<file path="src/rtl/cfvm_pkg.sv">
package cfvm_pkg;

   localparam int FRAC_BITS    = 16;
   localparam int VEC_W        = 18;
   localparam int POS_W        = 32;
   localparam int STEP_W       = 25;
   localparam int DELTA_W      = 28;
   localparam int SAT_W        = 40;
   localparam int ANG_W        = 27;
   localparam int YAW_W        = 26;
   localparam int PITCH_W      = 24;
   localparam int CSR_W        = 24;
   localparam int MUL_A_W      = 34;
   localparam int MUL_B_W      = 18;
   localparam int ACC_W        = 52;
   localparam int RND_W        = ACC_W - FRAC_BITS;
   localparam int MOD_W        = 42;
   localparam int MOD_STEPS    = 17;
   localparam int CORDIC_STEPS = 23;
   localparam int CORDIC_XY_W  = 32;
   localparam int CORDIC_SHIFT = 30 - FRAC_BITS;

   localparam logic signed [ANG_W-1:0] DEG90       = 27'sd5898240;
   localparam logic signed [ANG_W-1:0] DEG180      = 27'sd11796480;
   localparam logic signed [ANG_W-1:0] DEG360      = 27'sd23592960;
   localparam logic signed [ANG_W-1:0] PITCH_LIMIT = 27'sd5832704;

   localparam logic signed [CORDIC_XY_W-1:0] CORDIC_GAIN = 32'sd652032874;
   localparam logic signed [CORDIC_XY_W-1:0] CORDIC_HALF = 32'sd8192;
   localparam logic signed [ACC_W-1:0]       ACC_HALF    = 52'sd32768;

   localparam logic [1:0] CSR_MOVE_SPEED = 2'd0;
   localparam logic [1:0] CSR_MOUSE_SENS = 2'd1;

   localparam logic [CSR_W-1:0] SPEED_RESET = 24'd163840;
   localparam logic [CSR_W-1:0] SENS_RESET  = 24'd6554;
   localparam logic [YAW_W-1:0] YAW_RESET   = 26'd5898240;

   localparam logic [1:0]              ROW_LAST = 2'd3;
   localparam logic signed [POS_W-1:0] ONE_Q    = 32'sd65536;

   localparam logic signed [SAT_W-1:0] S32_MAX = 40'sd2147483647;
   localparam logic signed [SAT_W-1:0] S32_MIN = -40'sd2147483648;

   typedef enum logic [3:0] {
      ST_IDLE,
      ST_YAW_MUL,
      ST_YAW_MOD,
      ST_PIT_MUL,
      ST_COR_YAW,
      ST_COR_PIT,
      ST_VEC,
      ST_STEP,
      ST_MOVE,
      ST_DOT,
      ST_OUT
   } state_type;

   typedef struct packed {
      logic start;
      logic accum;
   } mul_ctl_type;

   // arctangent of 2^-i in degrees, 16 fraction bits
   function automatic logic signed [ANG_W-1:0] atan_deg(input logic [4:0] i);
      case (i)
         5'd0:  return 27'sd2949120;
         5'd1:  return 27'sd1740967;
         5'd2:  return 27'sd919879;
         5'd3:  return 27'sd466945;
         5'd4:  return 27'sd234379;
         5'd5:  return 27'sd117304;
         5'd6:  return 27'sd58666;
         5'd7:  return 27'sd29335;
         5'd8:  return 27'sd14668;
         5'd9:  return 27'sd7334;
         5'd10: return 27'sd3667;
         5'd11: return 27'sd1833;
         5'd12: return 27'sd917;
         5'd13: return 27'sd458;
         5'd14: return 27'sd229;
         5'd15: return 27'sd115;
         5'd16: return 27'sd57;
         5'd17: return 27'sd29;
         5'd18: return 27'sd14;
         5'd19: return 27'sd7;
         5'd20: return 27'sd4;
         5'd21: return 27'sd2;
         5'd22: return 27'sd1;
         default: return '0;
      endcase
   endfunction

   function automatic logic signed [POS_W-1:0] sat32(input logic signed [SAT_W-1:0] v);
      if (v > S32_MAX) return S32_MAX[POS_W-1:0];
      if (v < S32_MIN) return S32_MIN[POS_W-1:0];
      return v[POS_W-1:0];
   endfunction

   // round half up, drop the fraction bits
   function automatic logic signed [RND_W-1:0] round_acc(input logic signed [ACC_W-1:0] v);
      logic signed [ACC_W-1:0] t;
      t = v + ACC_HALF;
      return t[ACC_W-1:FRAC_BITS];
   endfunction

endpackage

</file>
<file path="src/rtl/cfvm_mul.sv">
module cfvm_mul (
   input  logic                                  clock,
   input  logic                                  reset,
   input  cfvm_pkg::mul_ctl_type                 ctl,
   input  logic signed [cfvm_pkg::MUL_A_W-1:0]   a,
   input  logic signed [cfvm_pkg::MUL_B_W-1:0]   b,
   output logic                                  done,
   output logic signed [cfvm_pkg::ACC_W-1:0]     acc
);
   import cfvm_pkg::*;

   localparam logic [4:0] LAST = 5'(MUL_B_W - 1);

   logic signed [ACC_W-1:0]   a_ff, a_in, acc_ff, acc_in, pp;
   logic signed [MUL_B_W-1:0] b_ff, b_in;
   logic [4:0]                cnt_ff, cnt_in;
   logic                      run_ff, run_in, done_ff, done_in;

   always_comb begin
      a_in    = a_ff;
      b_in    = b_ff;
      acc_in  = acc_ff;
      cnt_in  = cnt_ff;
      run_in  = run_ff;
      done_in = 1'b0;
      pp      = b_ff[0] ? a_ff : '0;
      if (ctl.start) begin
         a_in   = ACC_W'(a);
         b_in   = b;
         cnt_in = '0;
         run_in = 1'b1;
         if (!ctl.accum) acc_in = '0;
      end else if (run_ff) begin
         // the sign bit of the multiplier weighs negative
         acc_in = (cnt_ff == LAST) ? acc_ff - pp : acc_ff + pp;
         a_in   = a_ff <<< 1;
         b_in   = b_ff >>> 1;
         cnt_in = cnt_ff + 5'd1;
         if (cnt_ff == LAST) begin
            run_in  = 1'b0;
            done_in = 1'b1;
         end
      end
   end

   always_ff @(posedge clock) begin
      if (reset) begin
         run_ff  <= 1'b0;
         done_ff <= 1'b0;
         cnt_ff  <= '0;
      end else begin
         run_ff  <= run_in;
         done_ff <= done_in;
         cnt_ff  <= cnt_in;
      end
      a_ff   <= a_in;
      b_ff   <= b_in;
      acc_ff <= acc_in;
   end

   assign done = done_ff;
   assign acc  = acc_ff;

endmodule

</file>
<file path="src/rtl/cfvm_mod.sv">
module cfvm_mod (
   input  logic                                clock,
   input  logic                                reset,
   input  logic                                start,
   input  logic signed [cfvm_pkg::MOD_W-1:0]   value,
   output logic                                done,
   output logic [cfvm_pkg::YAW_W-1:0]          result
);
   import cfvm_pkg::*;

   localparam logic [MOD_W-1:0] D_BASE = MOD_W'(DEG360);
   localparam logic [MOD_W-1:0] D_TOP  = D_BASE << (MOD_STEPS - 1);
   localparam logic [4:0]       LAST   = 5'(MOD_STEPS - 1);
   localparam logic [YAW_W-1:0] D_YAW  = YAW_W'(DEG360);

   logic [MOD_W-1:0] m_ff, m_in, d_ff, d_in;
   logic [4:0]       cnt_ff, cnt_in;
   logic             neg_ff, neg_in, run_ff, run_in, done_ff, done_in;
   logic [YAW_W-1:0] r;

   always_comb begin
      m_in    = m_ff;
      d_in    = d_ff;
      cnt_in  = cnt_ff;
      neg_in  = neg_ff;
      run_in  = run_ff;
      done_in = 1'b0;
      if (start) begin
         neg_in = value[MOD_W-1];
         m_in   = value[MOD_W-1] ? MOD_W'(-value) : MOD_W'(value);
         d_in   = D_TOP;
         cnt_in = '0;
         run_in = 1'b1;
      end else if (run_ff) begin
         if (m_ff >= d_ff) m_in = m_ff - d_ff;
         d_in   = d_ff >> 1;
         cnt_in = cnt_ff + 5'd1;
         if (cnt_ff == LAST) begin
            run_in  = 1'b0;
            done_in = 1'b1;
         end
      end
   end

   always_ff @(posedge clock) begin
      if (reset) begin
         run_ff  <= 1'b0;
         done_ff <= 1'b0;
         cnt_ff  <= '0;
      end else begin
         run_ff  <= run_in;
         done_ff <= done_in;
         cnt_ff  <= cnt_in;
      end
      m_ff   <= m_in;
      d_ff   <= d_in;
      neg_ff <= neg_in;
   end

   // fold a negative remainder back into [0, 360)
   assign r      = m_ff[YAW_W-1:0];
   assign result = (neg_ff && r != '0) ? D_YAW - r : r;
   assign done   = done_ff;

endmodule

</file>
<file path="src/rtl/cfvm_cordic.sv">
module cfvm_cordic (
   input  logic                                clock,
   input  logic                                reset,
   input  logic                                start,
   input  logic signed [cfvm_pkg::ANG_W-1:0]   angle,
   output logic                                done,
   output logic signed [cfvm_pkg::VEC_W-1:0]   sin_out,
   output logic signed [cfvm_pkg::VEC_W-1:0]   cos_out
);
   import cfvm_pkg::*;

   localparam logic [4:0] LAST = 5'(CORDIC_STEPS - 1);

   logic signed [CORDIC_XY_W-1:0] x_ff, x_in, y_ff, y_in, xs, ys, xt, yt;
   logic signed [ANG_W-1:0]       z_ff, z_in, a_f;
   logic [4:0]                    i_ff, i_in;
   logic                          neg_ff, neg_in, run_ff, run_in, done_ff, done_in, flip;
   logic signed [VEC_W-1:0]       xr, yr;

   // fold into [-90, 90]
   always_comb begin
      a_f  = angle;
      flip = 1'b0;
      if (a_f > DEG180) a_f = a_f - DEG360;
      if (a_f <= -DEG180) a_f = a_f + DEG360;
      if (a_f > DEG90) begin
         a_f  = a_f - DEG180;
         flip = 1'b1;
      end else if (a_f < -DEG90) begin
         a_f  = a_f + DEG180;
         flip = 1'b1;
      end
   end

   always_comb begin
      x_in    = x_ff;
      y_in    = y_ff;
      z_in    = z_ff;
      i_in    = i_ff;
      neg_in  = neg_ff;
      run_in  = run_ff;
      done_in = 1'b0;
      xs      = x_ff >>> i_ff;
      ys      = y_ff >>> i_ff;
      if (start) begin
         x_in   = CORDIC_GAIN;
         y_in   = '0;
         z_in   = a_f;
         neg_in = flip;
         i_in   = '0;
         run_in = 1'b1;
      end else if (run_ff) begin
         if (!z_ff[ANG_W-1]) begin
            x_in = x_ff - ys;
            y_in = y_ff + xs;
            z_in = z_ff - atan_deg(i_ff);
         end else begin
            x_in = x_ff + ys;
            y_in = y_ff - xs;
            z_in = z_ff + atan_deg(i_ff);
         end
         i_in = i_ff + 5'd1;
         if (i_ff == LAST) begin
            run_in  = 1'b0;
            done_in = 1'b1;
         end
      end
   end

   always_ff @(posedge clock) begin
      if (reset) begin
         run_ff  <= 1'b0;
         done_ff <= 1'b0;
         i_ff    <= '0;
      end else begin
         run_ff  <= run_in;
         done_ff <= done_in;
         i_ff    <= i_in;
      end
      x_ff   <= x_in;
      y_ff   <= y_in;
      z_ff   <= z_in;
      neg_ff <= neg_in;
   end

   assign xt      = x_ff + CORDIC_HALF;
   assign yt      = y_ff + CORDIC_HALF;
   assign xr      = xt[CORDIC_XY_W-1:CORDIC_SHIFT];
   assign yr      = yt[CORDIC_XY_W-1:CORDIC_SHIFT];
   assign cos_out = neg_ff ? -xr : xr;
   assign sin_out = neg_ff ? -yr : yr;
   assign done    = done_ff;

endmodule

</file>
<file path="src/rtl/fly_camera_view_matrix_core.sv">
// Fly camera view matrix core.
// Request channel (req_*): one frame tick per transfer, carrying mouse offsets,
// the six movement key bits and the frame time. The core updates yaw, pitch
// and position and answers with four transfers on the response channel
// (rsp_*), matrix rows 0 to 3 in order; rsp_last_row marks row 3.
// csr_write with csr_index 0 loads the move speed, index 1 the mouse
// sensitivity; other indexes are dropped. Write them only while idle.
// One tick is worked at a time: req_stall stays high from the transfer until
// the last row has been taken. All products go through one bit-serial
// multiplier, 18 multiplier bits per product; angle wrap and each
// sine/cosine pair (CORDIC) are worked by their own serial units.
// Row 0 shows once the tick has been worked, each pressed key adding work,
// then one row per cycle while rsp_stall is low. A stall holds the current
// row and its fields unchanged.
// Reset (synchronous) puts the camera at the origin, yaw 90 degrees, pitch 0,
// speed 2.5 and sensitivity 6554, with the core idle.
module fly_camera_view_matrix_core (
   input  logic                                clock,
   input  logic                                reset,
   input  logic                                req_valid,
   output logic                                req_stall,
   input  logic signed [15:0]                  req_mouse_dx,
   input  logic signed [15:0]                  req_mouse_dy,
   input  logic [5:0]                          req_key_mask,
   input  logic [15:0]                         req_frame_time,
   output logic                                rsp_valid,
   input  logic                                rsp_stall,
   output logic [1:0]                          rsp_row_index,
   output logic signed [cfvm_pkg::POS_W-1:0]   rsp_col0,
   output logic signed [cfvm_pkg::POS_W-1:0]   rsp_col1,
   output logic signed [cfvm_pkg::POS_W-1:0]   rsp_col2,
   output logic signed [cfvm_pkg::POS_W-1:0]   rsp_col3,
   output logic                                rsp_last_row,
   input  logic                                csr_write,
   input  logic [1:0]                          csr_index,
   input  logic [cfvm_pkg::CSR_W-1:0]          csr_data
);
   import cfvm_pkg::*;

   localparam logic [1:0] GRP_FWD   = 2'd0;
   localparam logic [1:0] GRP_RIGHT = 2'd1;
   localparam logic [1:0] GRP_UP    = 2'd2;
   localparam logic [2:0] KEY_END   = 3'd6;

   state_type state_ff, state_in;

   logic [CSR_W-1:0]          speed_ff, speed_in, sens_ff, sens_in;
   logic signed [POS_W-1:0]   px_ff, px_in, py_ff, py_in, pz_ff, pz_in;
   logic [YAW_W-1:0]          yaw_ff, yaw_in;
   logic signed [PITCH_W-1:0] pitch_ff, pitch_in;
   logic signed [15:0]        dx_ff, dx_in, dy_ff, dy_in;
   logic [5:0]                keys_ff, keys_in;
   logic [15:0]               dt_ff, dt_in;
   logic signed [VEC_W-1:0]   cy_ff, cy_in, sy_ff, sy_in, cp_ff, cp_in, sp_ff, sp_in;
   logic signed [VEC_W-1:0]   fx_ff, fx_in, fz_ff, fz_in, ux_ff, ux_in, uz_ff, uz_in;
   logic [STEP_W-1:0]         step_ff, step_in;
   logic signed [POS_W-1:0]   col3_ff [0:2];
   logic signed [POS_W-1:0]   col3_in;
   logic                      col3_we;
   logic [2:0]                idx_ff, idx_in;
   logic [1:0]                comp_ff, comp_in;
   logic                      wait_ff, wait_in;

   mul_ctl_type               mul_ctl;
   logic signed [MUL_A_W-1:0] mul_a;
   logic signed [MUL_B_W-1:0] mul_b;
   logic                      mul_done;
   logic signed [ACC_W-1:0]   mul_acc;
   logic                      mod_start, mod_done;
   logic signed [MOD_W-1:0]   mod_value;
   logic [YAW_W-1:0]          mod_result;
   logic                      cor_start, cor_done;
   logic signed [ANG_W-1:0]   cor_angle;
   logic signed [VEC_W-1:0]   cor_sin, cor_cos;

   logic [1:0]                grp;
   logic signed [VEC_W-1:0]   rx, vsel, rv;
   logic signed [POS_W-1:0]   posc, newp;
   logic signed [RND_W-1:0]   rnd;
   logic signed [DELTA_W-1:0] delta;
   logic signed [MOD_W-1:0]   pit_sum;
   logic                      move_neg;

   cfvm_mul u_mul (
      .clock (clock),
      .reset (reset),
      .ctl   (mul_ctl),
      .a     (mul_a),
      .b     (mul_b),
      .done  (mul_done),
      .acc   (mul_acc)
   );

   cfvm_mod u_mod (
      .clock  (clock),
      .reset  (reset),
      .start  (mod_start),
      .value  (mod_value),
      .done   (mod_done),
      .result (mod_result)
   );

   cfvm_cordic u_cordic (
      .clock   (clock),
      .reset   (reset),
      .start   (cor_start),
      .angle   (cor_angle),
      .done    (cor_done),
      .sin_out (cor_sin),
      .cos_out (cor_cos)
   );

   assign rx = -sy_ff;

   // direction vector and position component for the move and dot phases
   always_comb begin
      if (state_ff == ST_DOT) begin
         case (idx_ff[1:0])
            2'd0:    grp = GRP_RIGHT;
            2'd1:    grp = GRP_UP;
            default: grp = GRP_FWD;
         endcase
      end else begin
         case (idx_ff[2:1])
            2'd0:    grp = GRP_FWD;
            2'd1:    grp = GRP_RIGHT;
            default: grp = GRP_UP;
         endcase
      end
      case (grp)
         GRP_FWD: begin
            case (comp_ff)
               2'd0:    vsel = fx_ff;
               2'd1:    vsel = sp_ff;
               default: vsel = fz_ff;
            endcase
         end
         GRP_RIGHT: begin
            case (comp_ff)
               2'd0:    vsel = rx;
               2'd1:    vsel = '0;
               default: vsel = cy_ff;
            endcase
         end
         default: begin
            case (comp_ff)
               2'd0:    vsel = ux_ff;
               2'd1:    vsel = cp_ff;
               default: vsel = uz_ff;
            endcase
         end
      endcase
      case (comp_ff)
         2'd0:    posc = px_ff;
         2'd1:    posc = py_ff;
         default: posc = pz_ff;
      endcase
   end

   assign rnd      = round_acc(mul_acc);
   assign rv       = rnd[VEC_W-1:0];
   assign delta    = rnd[DELTA_W-1:0];
   assign move_neg = (idx_ff == 3'd1) || (idx_ff == 3'd3) || (idx_ff == 3'd4);
   assign newp     = sat32(move_neg ? SAT_W'(posc) - SAT_W'(delta)
                                    : SAT_W'(posc) + SAT_W'(delta));
   assign pit_sum  = MOD_W'(pitch_ff) + mul_acc[MOD_W-1:0];

   always_comb begin
      state_in  = state_ff;
      speed_in  = speed_ff;
      sens_in   = sens_ff;
      px_in     = px_ff;
      py_in     = py_ff;
      pz_in     = pz_ff;
      yaw_in    = yaw_ff;
      pitch_in  = pitch_ff;
      dx_in     = dx_ff;
      dy_in     = dy_ff;
      keys_in   = keys_ff;
      dt_in     = dt_ff;
      cy_in     = cy_ff;
      sy_in     = sy_ff;
      cp_in     = cp_ff;
      sp_in     = sp_ff;
      fx_in     = fx_ff;
      fz_in     = fz_ff;
      ux_in     = ux_ff;
      uz_in     = uz_ff;
      step_in   = step_ff;
      idx_in    = idx_ff;
      comp_in   = comp_ff;
      wait_in   = wait_ff;
      col3_in   = '0;
      col3_we   = 1'b0;
      mul_ctl   = '0;
      mul_a     = '0;
      mul_b     = '0;
      mod_start = 1'b0;
      mod_value = MOD_W'({1'b0, yaw_ff}) - mul_acc[MOD_W-1:0];
      cor_start = 1'b0;
      cor_angle = '0;
      req_stall = 1'b1;
      rsp_valid = 1'b0;

      if (csr_write) begin
         case (csr_index)
            CSR_MOVE_SPEED: speed_in = csr_data;
            CSR_MOUSE_SENS: sens_in  = csr_data;
            default: ;
         endcase
      end

      case (state_ff)
         ST_IDLE: begin
            req_stall = 1'b0;
            if (req_valid) begin
               dx_in    = req_mouse_dx;
               dy_in    = req_mouse_dy;
               keys_in  = req_key_mask;
               dt_in    = req_frame_time;
               idx_in   = '0;
               comp_in  = '0;
               wait_in  = 1'b0;
               state_in = ST_YAW_MUL;
            end
         end
         ST_YAW_MUL: begin
            mul_a = MUL_A_W'(sens_ff);
            mul_b = MUL_B_W'(dx_ff);
            mul_ctl.start = !wait_ff;
            if (!wait_ff) wait_in = 1'b1;
            if (mul_done) begin
               wait_in  = 1'b0;
               state_in = ST_YAW_MOD;
            end
         end
         ST_YAW_MOD: begin
            mod_start = !wait_ff;
            if (!wait_ff) wait_in = 1'b1;
            if (mod_done) begin
               yaw_in   = mod_result;
               wait_in  = 1'b0;
               state_in = ST_PIT_MUL;
            end
         end
         ST_PIT_MUL: begin
            mul_a = MUL_A_W'(sens_ff);
            mul_b = MUL_B_W'(dy_ff);
            mul_ctl.start = !wait_ff;
            if (!wait_ff) wait_in = 1'b1;
            if (mul_done) begin
               if (pit_sum > MOD_W'(PITCH_LIMIT)) pitch_in = PITCH_W'(PITCH_LIMIT);
               else if (pit_sum < -MOD_W'(PITCH_LIMIT)) pitch_in = PITCH_W'(-PITCH_LIMIT);
               else pitch_in = pit_sum[PITCH_W-1:0];
               wait_in  = 1'b0;
               state_in = ST_COR_YAW;
            end
         end
         ST_COR_YAW: begin
            cor_angle = ANG_W'({1'b0, yaw_ff});
            cor_start = !wait_ff;
            if (!wait_ff) wait_in = 1'b1;
            if (cor_done) begin
               cy_in    = cor_cos;
               sy_in    = cor_sin;
               wait_in  = 1'b0;
               state_in = ST_COR_PIT;
            end
         end
         ST_COR_PIT: begin
            cor_angle = ANG_W'(pitch_ff);
            cor_start = !wait_ff;
            if (!wait_ff) wait_in = 1'b1;
            if (cor_done) begin
               cp_in    = cor_cos;
               sp_in    = cor_sin;
               wait_in  = 1'b0;
               idx_in   = '0;
               state_in = ST_VEC;
            end
         end
         ST_VEC: begin
            mul_a = MUL_A_W'(idx_ff[0] ? sy_ff : cy_ff);
            mul_b = idx_ff[1] ? sp_ff : cp_ff;
            mul_ctl.start = !wait_ff;
            if (!wait_ff) wait_in = 1'b1;
            if (mul_done) begin
               case (idx_ff[1:0])
                  2'd0:    fx_in = rv;
                  2'd1:    fz_in = rv;
                  2'd2:    ux_in = -rv;
                  default: uz_in = -rv;
               endcase
               wait_in = 1'b0;
               if (idx_ff[1:0] == 2'd3) begin
                  idx_in   = '0;
                  state_in = ST_STEP;
               end else begin
                  idx_in = idx_ff + 3'd1;
               end
            end
         end
         ST_STEP: begin
            mul_a = MUL_A_W'(speed_ff);
            mul_b = MUL_B_W'(dt_ff);
            mul_ctl.start = !wait_ff;
            if (!wait_ff) wait_in = 1'b1;
            if (mul_done) begin
               step_in  = rnd[STEP_W-1:0];
               wait_in  = 1'b0;
               idx_in   = '0;
               comp_in  = '0;
               state_in = ST_MOVE;
            end
         end
         ST_MOVE: begin
            mul_a = MUL_A_W'(step_ff);
            mul_b = vsel;
            if (!wait_ff) begin
               if (idx_ff == KEY_END) begin
                  idx_in   = '0;
                  comp_in  = '0;
                  state_in = ST_DOT;
               end else if (!keys_ff[idx_ff]) begin
                  idx_in = idx_ff + 3'd1;       // skip a released key
               end else begin
                  mul_ctl.start = 1'b1;
                  wait_in       = 1'b1;
               end
            end
            if (mul_done) begin
               case (comp_ff)
                  2'd0:    px_in = newp;
                  2'd1:    py_in = newp;
                  default: pz_in = newp;
               endcase
               wait_in = 1'b0;
               if (comp_ff == 2'd2) begin
                  comp_in = '0;
                  idx_in  = idx_ff + 3'd1;
               end else begin
                  comp_in = comp_ff + 2'd1;
               end
            end
         end
         ST_DOT: begin
            mul_a = MUL_A_W'(posc);
            mul_b = vsel;
            mul_ctl.accum = (comp_ff != 2'd0);
            mul_ctl.start = !wait_ff;
            if (!wait_ff) wait_in = 1'b1;
            if (mul_done) begin
               wait_in = 1'b0;
               if (comp_ff == 2'd2) begin
                  col3_we = 1'b1;
                  col3_in = (idx_ff[1:0] == 2'd2) ? sat32(SAT_W'(rnd)) : sat32(-SAT_W'(rnd));
                  comp_in = '0;
                  if (idx_ff[1:0] == 2'd2) begin
                     idx_in   = '0;
                     state_in = ST_OUT;
                  end else begin
                     idx_in = idx_ff + 3'd1;
                  end
               end else begin
                  comp_in = comp_ff + 2'd1;
               end
            end
         end
         ST_OUT: begin
            rsp_valid = 1'b1;
            if (!rsp_stall) begin
               if (idx_ff[1:0] == ROW_LAST) state_in = ST_IDLE;
               else idx_in = idx_ff + 3'd1;
            end
         end
         default: state_in = ST_IDLE;
      endcase
   end

   always_ff @(posedge clock) begin
      if (reset) begin
         state_ff <= ST_IDLE;
         speed_ff <= SPEED_RESET;
         sens_ff  <= SENS_RESET;
         px_ff    <= '0;
         py_ff    <= '0;
         pz_ff    <= '0;
         yaw_ff   <= YAW_RESET;
         pitch_ff <= '0;
         idx_ff   <= '0;
         comp_ff  <= '0;
         wait_ff  <= 1'b0;
      end else begin
         state_ff <= state_in;
         speed_ff <= speed_in;
         sens_ff  <= sens_in;
         px_ff    <= px_in;
         py_ff    <= py_in;
         pz_ff    <= pz_in;
         yaw_ff   <= yaw_in;
         pitch_ff <= pitch_in;
         idx_ff   <= idx_in;
         comp_ff  <= comp_in;
         wait_ff  <= wait_in;
      end
      dx_ff   <= dx_in;
      dy_ff   <= dy_in;
      keys_ff <= keys_in;
      dt_ff   <= dt_in;
      cy_ff   <= cy_in;
      sy_ff   <= sy_in;
      cp_ff   <= cp_in;
      sp_ff   <= sp_in;
      fx_ff   <= fx_in;
      fz_ff   <= fz_in;
      ux_ff   <= ux_in;
      uz_ff   <= uz_in;
      step_ff <= step_in;
      if (col3_we) col3_ff[idx_ff[1:0]] <= col3_in;
   end

   // row select for the response fields
   always_comb begin
      rsp_row_index = idx_ff[1:0];
      rsp_last_row  = (idx_ff[1:0] == ROW_LAST);
      case (idx_ff[1:0])
         2'd0: begin
            rsp_col0 = POS_W'(rx);
            rsp_col1 = '0;
            rsp_col2 = POS_W'(cy_ff);
            rsp_col3 = col3_ff[0];
         end
         2'd1: begin
            rsp_col0 = POS_W'(ux_ff);
            rsp_col1 = POS_W'(cp_ff);
            rsp_col2 = POS_W'(uz_ff);
            rsp_col3 = col3_ff[1];
         end
         2'd2: begin
            rsp_col0 = -POS_W'(fx_ff);
            rsp_col1 = -POS_W'(sp_ff);
            rsp_col2 = -POS_W'(fz_ff);
            rsp_col3 = col3_ff[2];
         end
         default: begin
            rsp_col0 = '0;
            rsp_col1 = '0;
            rsp_col2 = '0;
            rsp_col3 = ONE_Q;
         end
      endcase
   end

endmodule

</file>
<file path="config.mk">
export PLATFORM = sky130hd
export DESIGN_NAME = fly_camera_view_matrix_core
export DESIGN_NICKNAME = d
export VERILOG_FILES = /design/src/rtl/cfvm_pkg.sv /design/src/rtl/cfvm_mul.sv /design/src/rtl/cfvm_mod.sv /design/src/rtl/cfvm_cordic.sv /design/src/rtl/fly_camera_view_matrix_core.sv
export SDC_FILE = /design/constraint.sdc
export NUM_CORES = 2
export LEC_CHECK = 0
export BUFFER_PORTS_ARGS = -buffer_cell sky130_fd_sc_hd__buf_4
export CAP_MARGIN = 30
export CORE_ASPECT_RATIO = 1.4
export CORE_UTILIZATION = 43
export CTS_CLUSTER_SIZE = 30
export DETAILED_ROUTE_END_ITERATION = 16
export SYNTH_ARGS = -nofsm -noshare
export SYNTH_HDL_FRONTEND = slang
export SYNTH_HIERARCHICAL = 1
export SYNTH_SLANG_ARGS = --single-unit
</file>
<file path="constraint.sdc">
create_clock -name clock -period 7.9 [get_ports clock]
set_input_delay 0.79 -clock clock [delete_from_list [all_inputs] [get_ports clock]]
set_output_delay 0.79 -clock clock [all_outputs]
set_load 0.01 [all_outputs]
</file>
==> impl_metrics.py <==
metrics = {
    "sta": {
        "min_period_ns": 7.14,
        "slew_headroom_pct": 17.5,
        "slew_violations": 0,
        "finalHoldViolations": 0,
        "rsz0062_at_grt": "no",
        "setup_viol": 0,
        "timing.final.crit_share_pct": 90.4,
        "tns_ns": 0,
        "skew_ns": 0.0493,
        "max_freq_mhz": 140,
        "worst_slew_pin_slew_ns": 1.24,
    },
    "cts": {
        "cts_resized": 0,
        "clkTransAtPathRegs_ns": 0.07,
        "clockBufferDepth": 3,
        "ctsHoldBuffers": 0,
        "numCtsBuffers": 95,
        "h-tree-depth": 3,
        "clock_latency_ns": 0.75,
        "root_buffer": "clkbuf_16",
        "cts_setup_buffers": 0,
        "cts_sinks": 864,
        "cts_tree": "yes",
    },
    "synth": {
        "synth_area_sq_mm": 0.0672,
        "synth_top_flop_cell": "edfxtp_1",
        "synth_nets": 8172,
        "synth_seq_area_share_pct": 33.4,
        "ys_types": 120,
        "synthArstFlopShare_pct": 0,
        "ys_ff_latch": 864,
        "synth_warnings": 6,
        "syn_area_per_cell_sq_um": 8.67,
        "synth_edf_count": 512,
        "synthCells": 7751,
    },
    "floorplanning": {
        "core_area_sq_mm": 0.155,
        "std_cell_rows": 171,
        "ioPinCount": 218,
        "die_h_um": 470,
        "initial_utilization_pct": 43.3,
        "die_area_sq_mm": 0.158,
        "die_x_um": 336,
    },
    "place": {
        "gp_congestion": 1.02,
        "port_buffers": 217,
        "dp_hpwl_um": 187000,
    },
    "routing": {
        "vias": 60800,
        "finalWirelength_um": 245000,
        "drt.antenna.violating_nets": 0,
        "first_pass_iters": 10,
        "drcViolationCount": 0,
        "viasPerCell": 6.16,
        "wl_per_cell_um": 24.8,
        "initialDrtViolationCount": 5871,
    },
    "global_route": {
        "antenna_found_initial": 3,
        "first_global_vias": 58800,
        "grt-ovfl-total": 0,
        "track_usage_pct": 30.2,
        "grt_pass1_wl_um": 365000,
        "grt_max_degree": 113,
    },
    "setup_path": {
        "start_kind": "flop",
        "worstSetupPathType": "flop to flop",
        "crit_arrival_ns": 7.60,
        "cp_slowest_cell": "o31ai_1",
        "critical_path.endpoint_type": "flop",
        "crit_top_cell": "o21a_1",
        "crit_path_max_incr_delay_ns": 0.86,
        "critPathRequiredTime_ns": 8.36,
        "worstPathCellList": "or2_2 -> nor2_2 -> a22o_1 -> nor4bb_1 -> nand4_1 -> o21a_1 -> xnor2_1 -> ha_1 -> o311a_1 -> o31ai_1 -> o21a_1 -> mux2i_1 -> o211ai_1 -> a21oi_1 -> nor3_1 -> or3_1 -> a31o_1",
        "crit_fanout": 20,
    },
    "power_and_ir_drop": {
        "power.density_mw_per_mm2": 405,
        "p_total_uw": 30100,
        "vdd_drop_max_uv": 350,
        "p_leak_uw": 0.0270,
    },
    "cells_and_area": {
        "num-nets-final": 8139,
        "multiInputGateArea_sq_mm": 0.0421,
        "drive_above_1_share_pct": 10.9,
        "finish.utilization_pct": 47.9,
        "fill_cells": 15000,
        "syn2layout_area_growth_pct": 10.5,
        "seqCellArea_sq_mm": 0.0224,
    },
    "flow_run": {
        "maxCapViolations": 0,
    },
    "outcome": {
        "status": "completed",
    },
    "worst_hold_path": {
        "hold_class": "primary input to flop",
    },
}
power breakdown:
group	leakage [uW]	internal [uW]	total [uW]	switching, uW
combinational	0.0180	6820	17700	10900
clock	0.00165	2790	4850	2060
sequential	0.00738	6190	7540	1350
through the flow:
step	worst slack (ns)	hold slack, ns	instances	instance area (sq um)
2_1_floorplan	1.26	0.429	7751	67200
4_1_cts	0.889	0.175	9874	74200
5_1_grt	0.307	0.206	9877	74300
6_report	0.762	0.219	9877	74300
3_3_place_gp	0.972	0.436	9681	70700
3_5_place_dp	0.928	0.441	9695	70900
cell usage after synthesis (all sizes together) (123+ instances only):
library cell	count	area, sq um
a21oi	588	2960
buf	123	576
clkbuf	356	1340
dfxtp	352	7050
edfxtp	512	15400
ha	328	4100
inv	268	1010
mux2	124	1400
mux2i	243	2430
nand2	792	2970
nand3	141	716
nor2	823	3100
nor3	182	921
o21ai	464	2320
xnor2	424	3730
xor2	245	2150
sequential cells by signal, indices dropped and copies added, names as in the netlist, 24 cells and up, named ones only:
signal	cells
u_cordic/x_ff	32
u_mul/acc	52
step_ff	25
px_ff	32
u_mod/d_ff	41
u_mul/a_ff	52
pitch_ff	24
col3_ff	96
py_ff	32
pz_ff	32
u_mod/m_ff	42
u_cordic/y_ff	32
yaw_ff	26
sens_ff	24
u_cordic/z_ff	27
speed_ff	24
worst max-delay path, delay by kind of cell (launching register included):
kind | cells | cell delay [ns]
XOR/XNOR | 1 | 0.27
multiplexers | 1 | 0.54
AND/OR/NAND/NOR | 6 | 2.14
AO/OA/AOI/OAI | 8 | 3.09
flip-flops | 1 | 0.51
adder cells (fa/ha/maj) | 1 | 0.25
path summary, 6_finish.rpt:
kind,startpoint,cells after the start,to,slack (ns)
worst min register to register,px_ff[6]$_SDFFE_PP0P_,2,px_ff[6]$_SDFFE_PP0P_,0.45
worst max register to register,state_ff[3]$_SDFFE_PP0P_,17,u_cordic/z_ff[25]$_DFFE_PP_,0.76
worst min-delay path,req_key_mask[1],1,keys_ff[1]$_DFFE_PP_,0.22
worst max-delay path,state_ff[3]$_SDFFE_PP0P_,17,u_cordic/z_ff[25]$_DFFE_PP_,0.76
layout by cell type, fill, tap and decap left out, types with 102 or more instances in the layout:
cell	count
xor2_1	244
clkbuf_16	103
nand4_1	102
edfxtp_1	512
dfxtp_1	341
o21ai_0	392
xnor2_1	422
nand3_1	139
nor3_1	173
a21o_1	120
nand2_1	792
inv_1	265
ha_1	324
a21oi_1	585
mux2i_1	243
nor2_1	812
buf_4	337
mux2_2	123
metal layers:
metal | up-vias | global-route usage, % | wire, um
met4 | 0 | 19.8 | 18100
met5 | - | 0 | 0
met2 | 2411 | 51.6 | 118000
met1 | 29300 | 34.9 | 93300
li1 | 28400 | - | -
met3 | 656 | 4.46 | 15600
kinds of logic (layout without fill, tap and decap cells):
logic type               count (synthesis)  in the layout  share of synthesized area, %
AO/OA/AOI/OAI                         2045           2045                          20.0
XOR/XNOR                               670            670                          8.78
adder cells (fa/ha/maj)                343            343                          6.45
buffers and inverters                  750            799                          4.36
flip-flops                             864            864                          33.4
multiplexers                           448            448                          8.41
other                                    0              1                             0
AND/OR/NAND/NOR                       2631           2631                          18.6
cell type report:
type                       count  share of cell area [%]
sequential                   864                    30.2
antenna                        1                 0.00337
multi-input combinational   6137                    56.7
clock buffer                 139                    3.83
clock inverter                40                   0.736
timing repair buffer         349                    3.68
inverter                     271                    1.37
tap                         2076                    3.50
(Power assumes the default switching activity.)
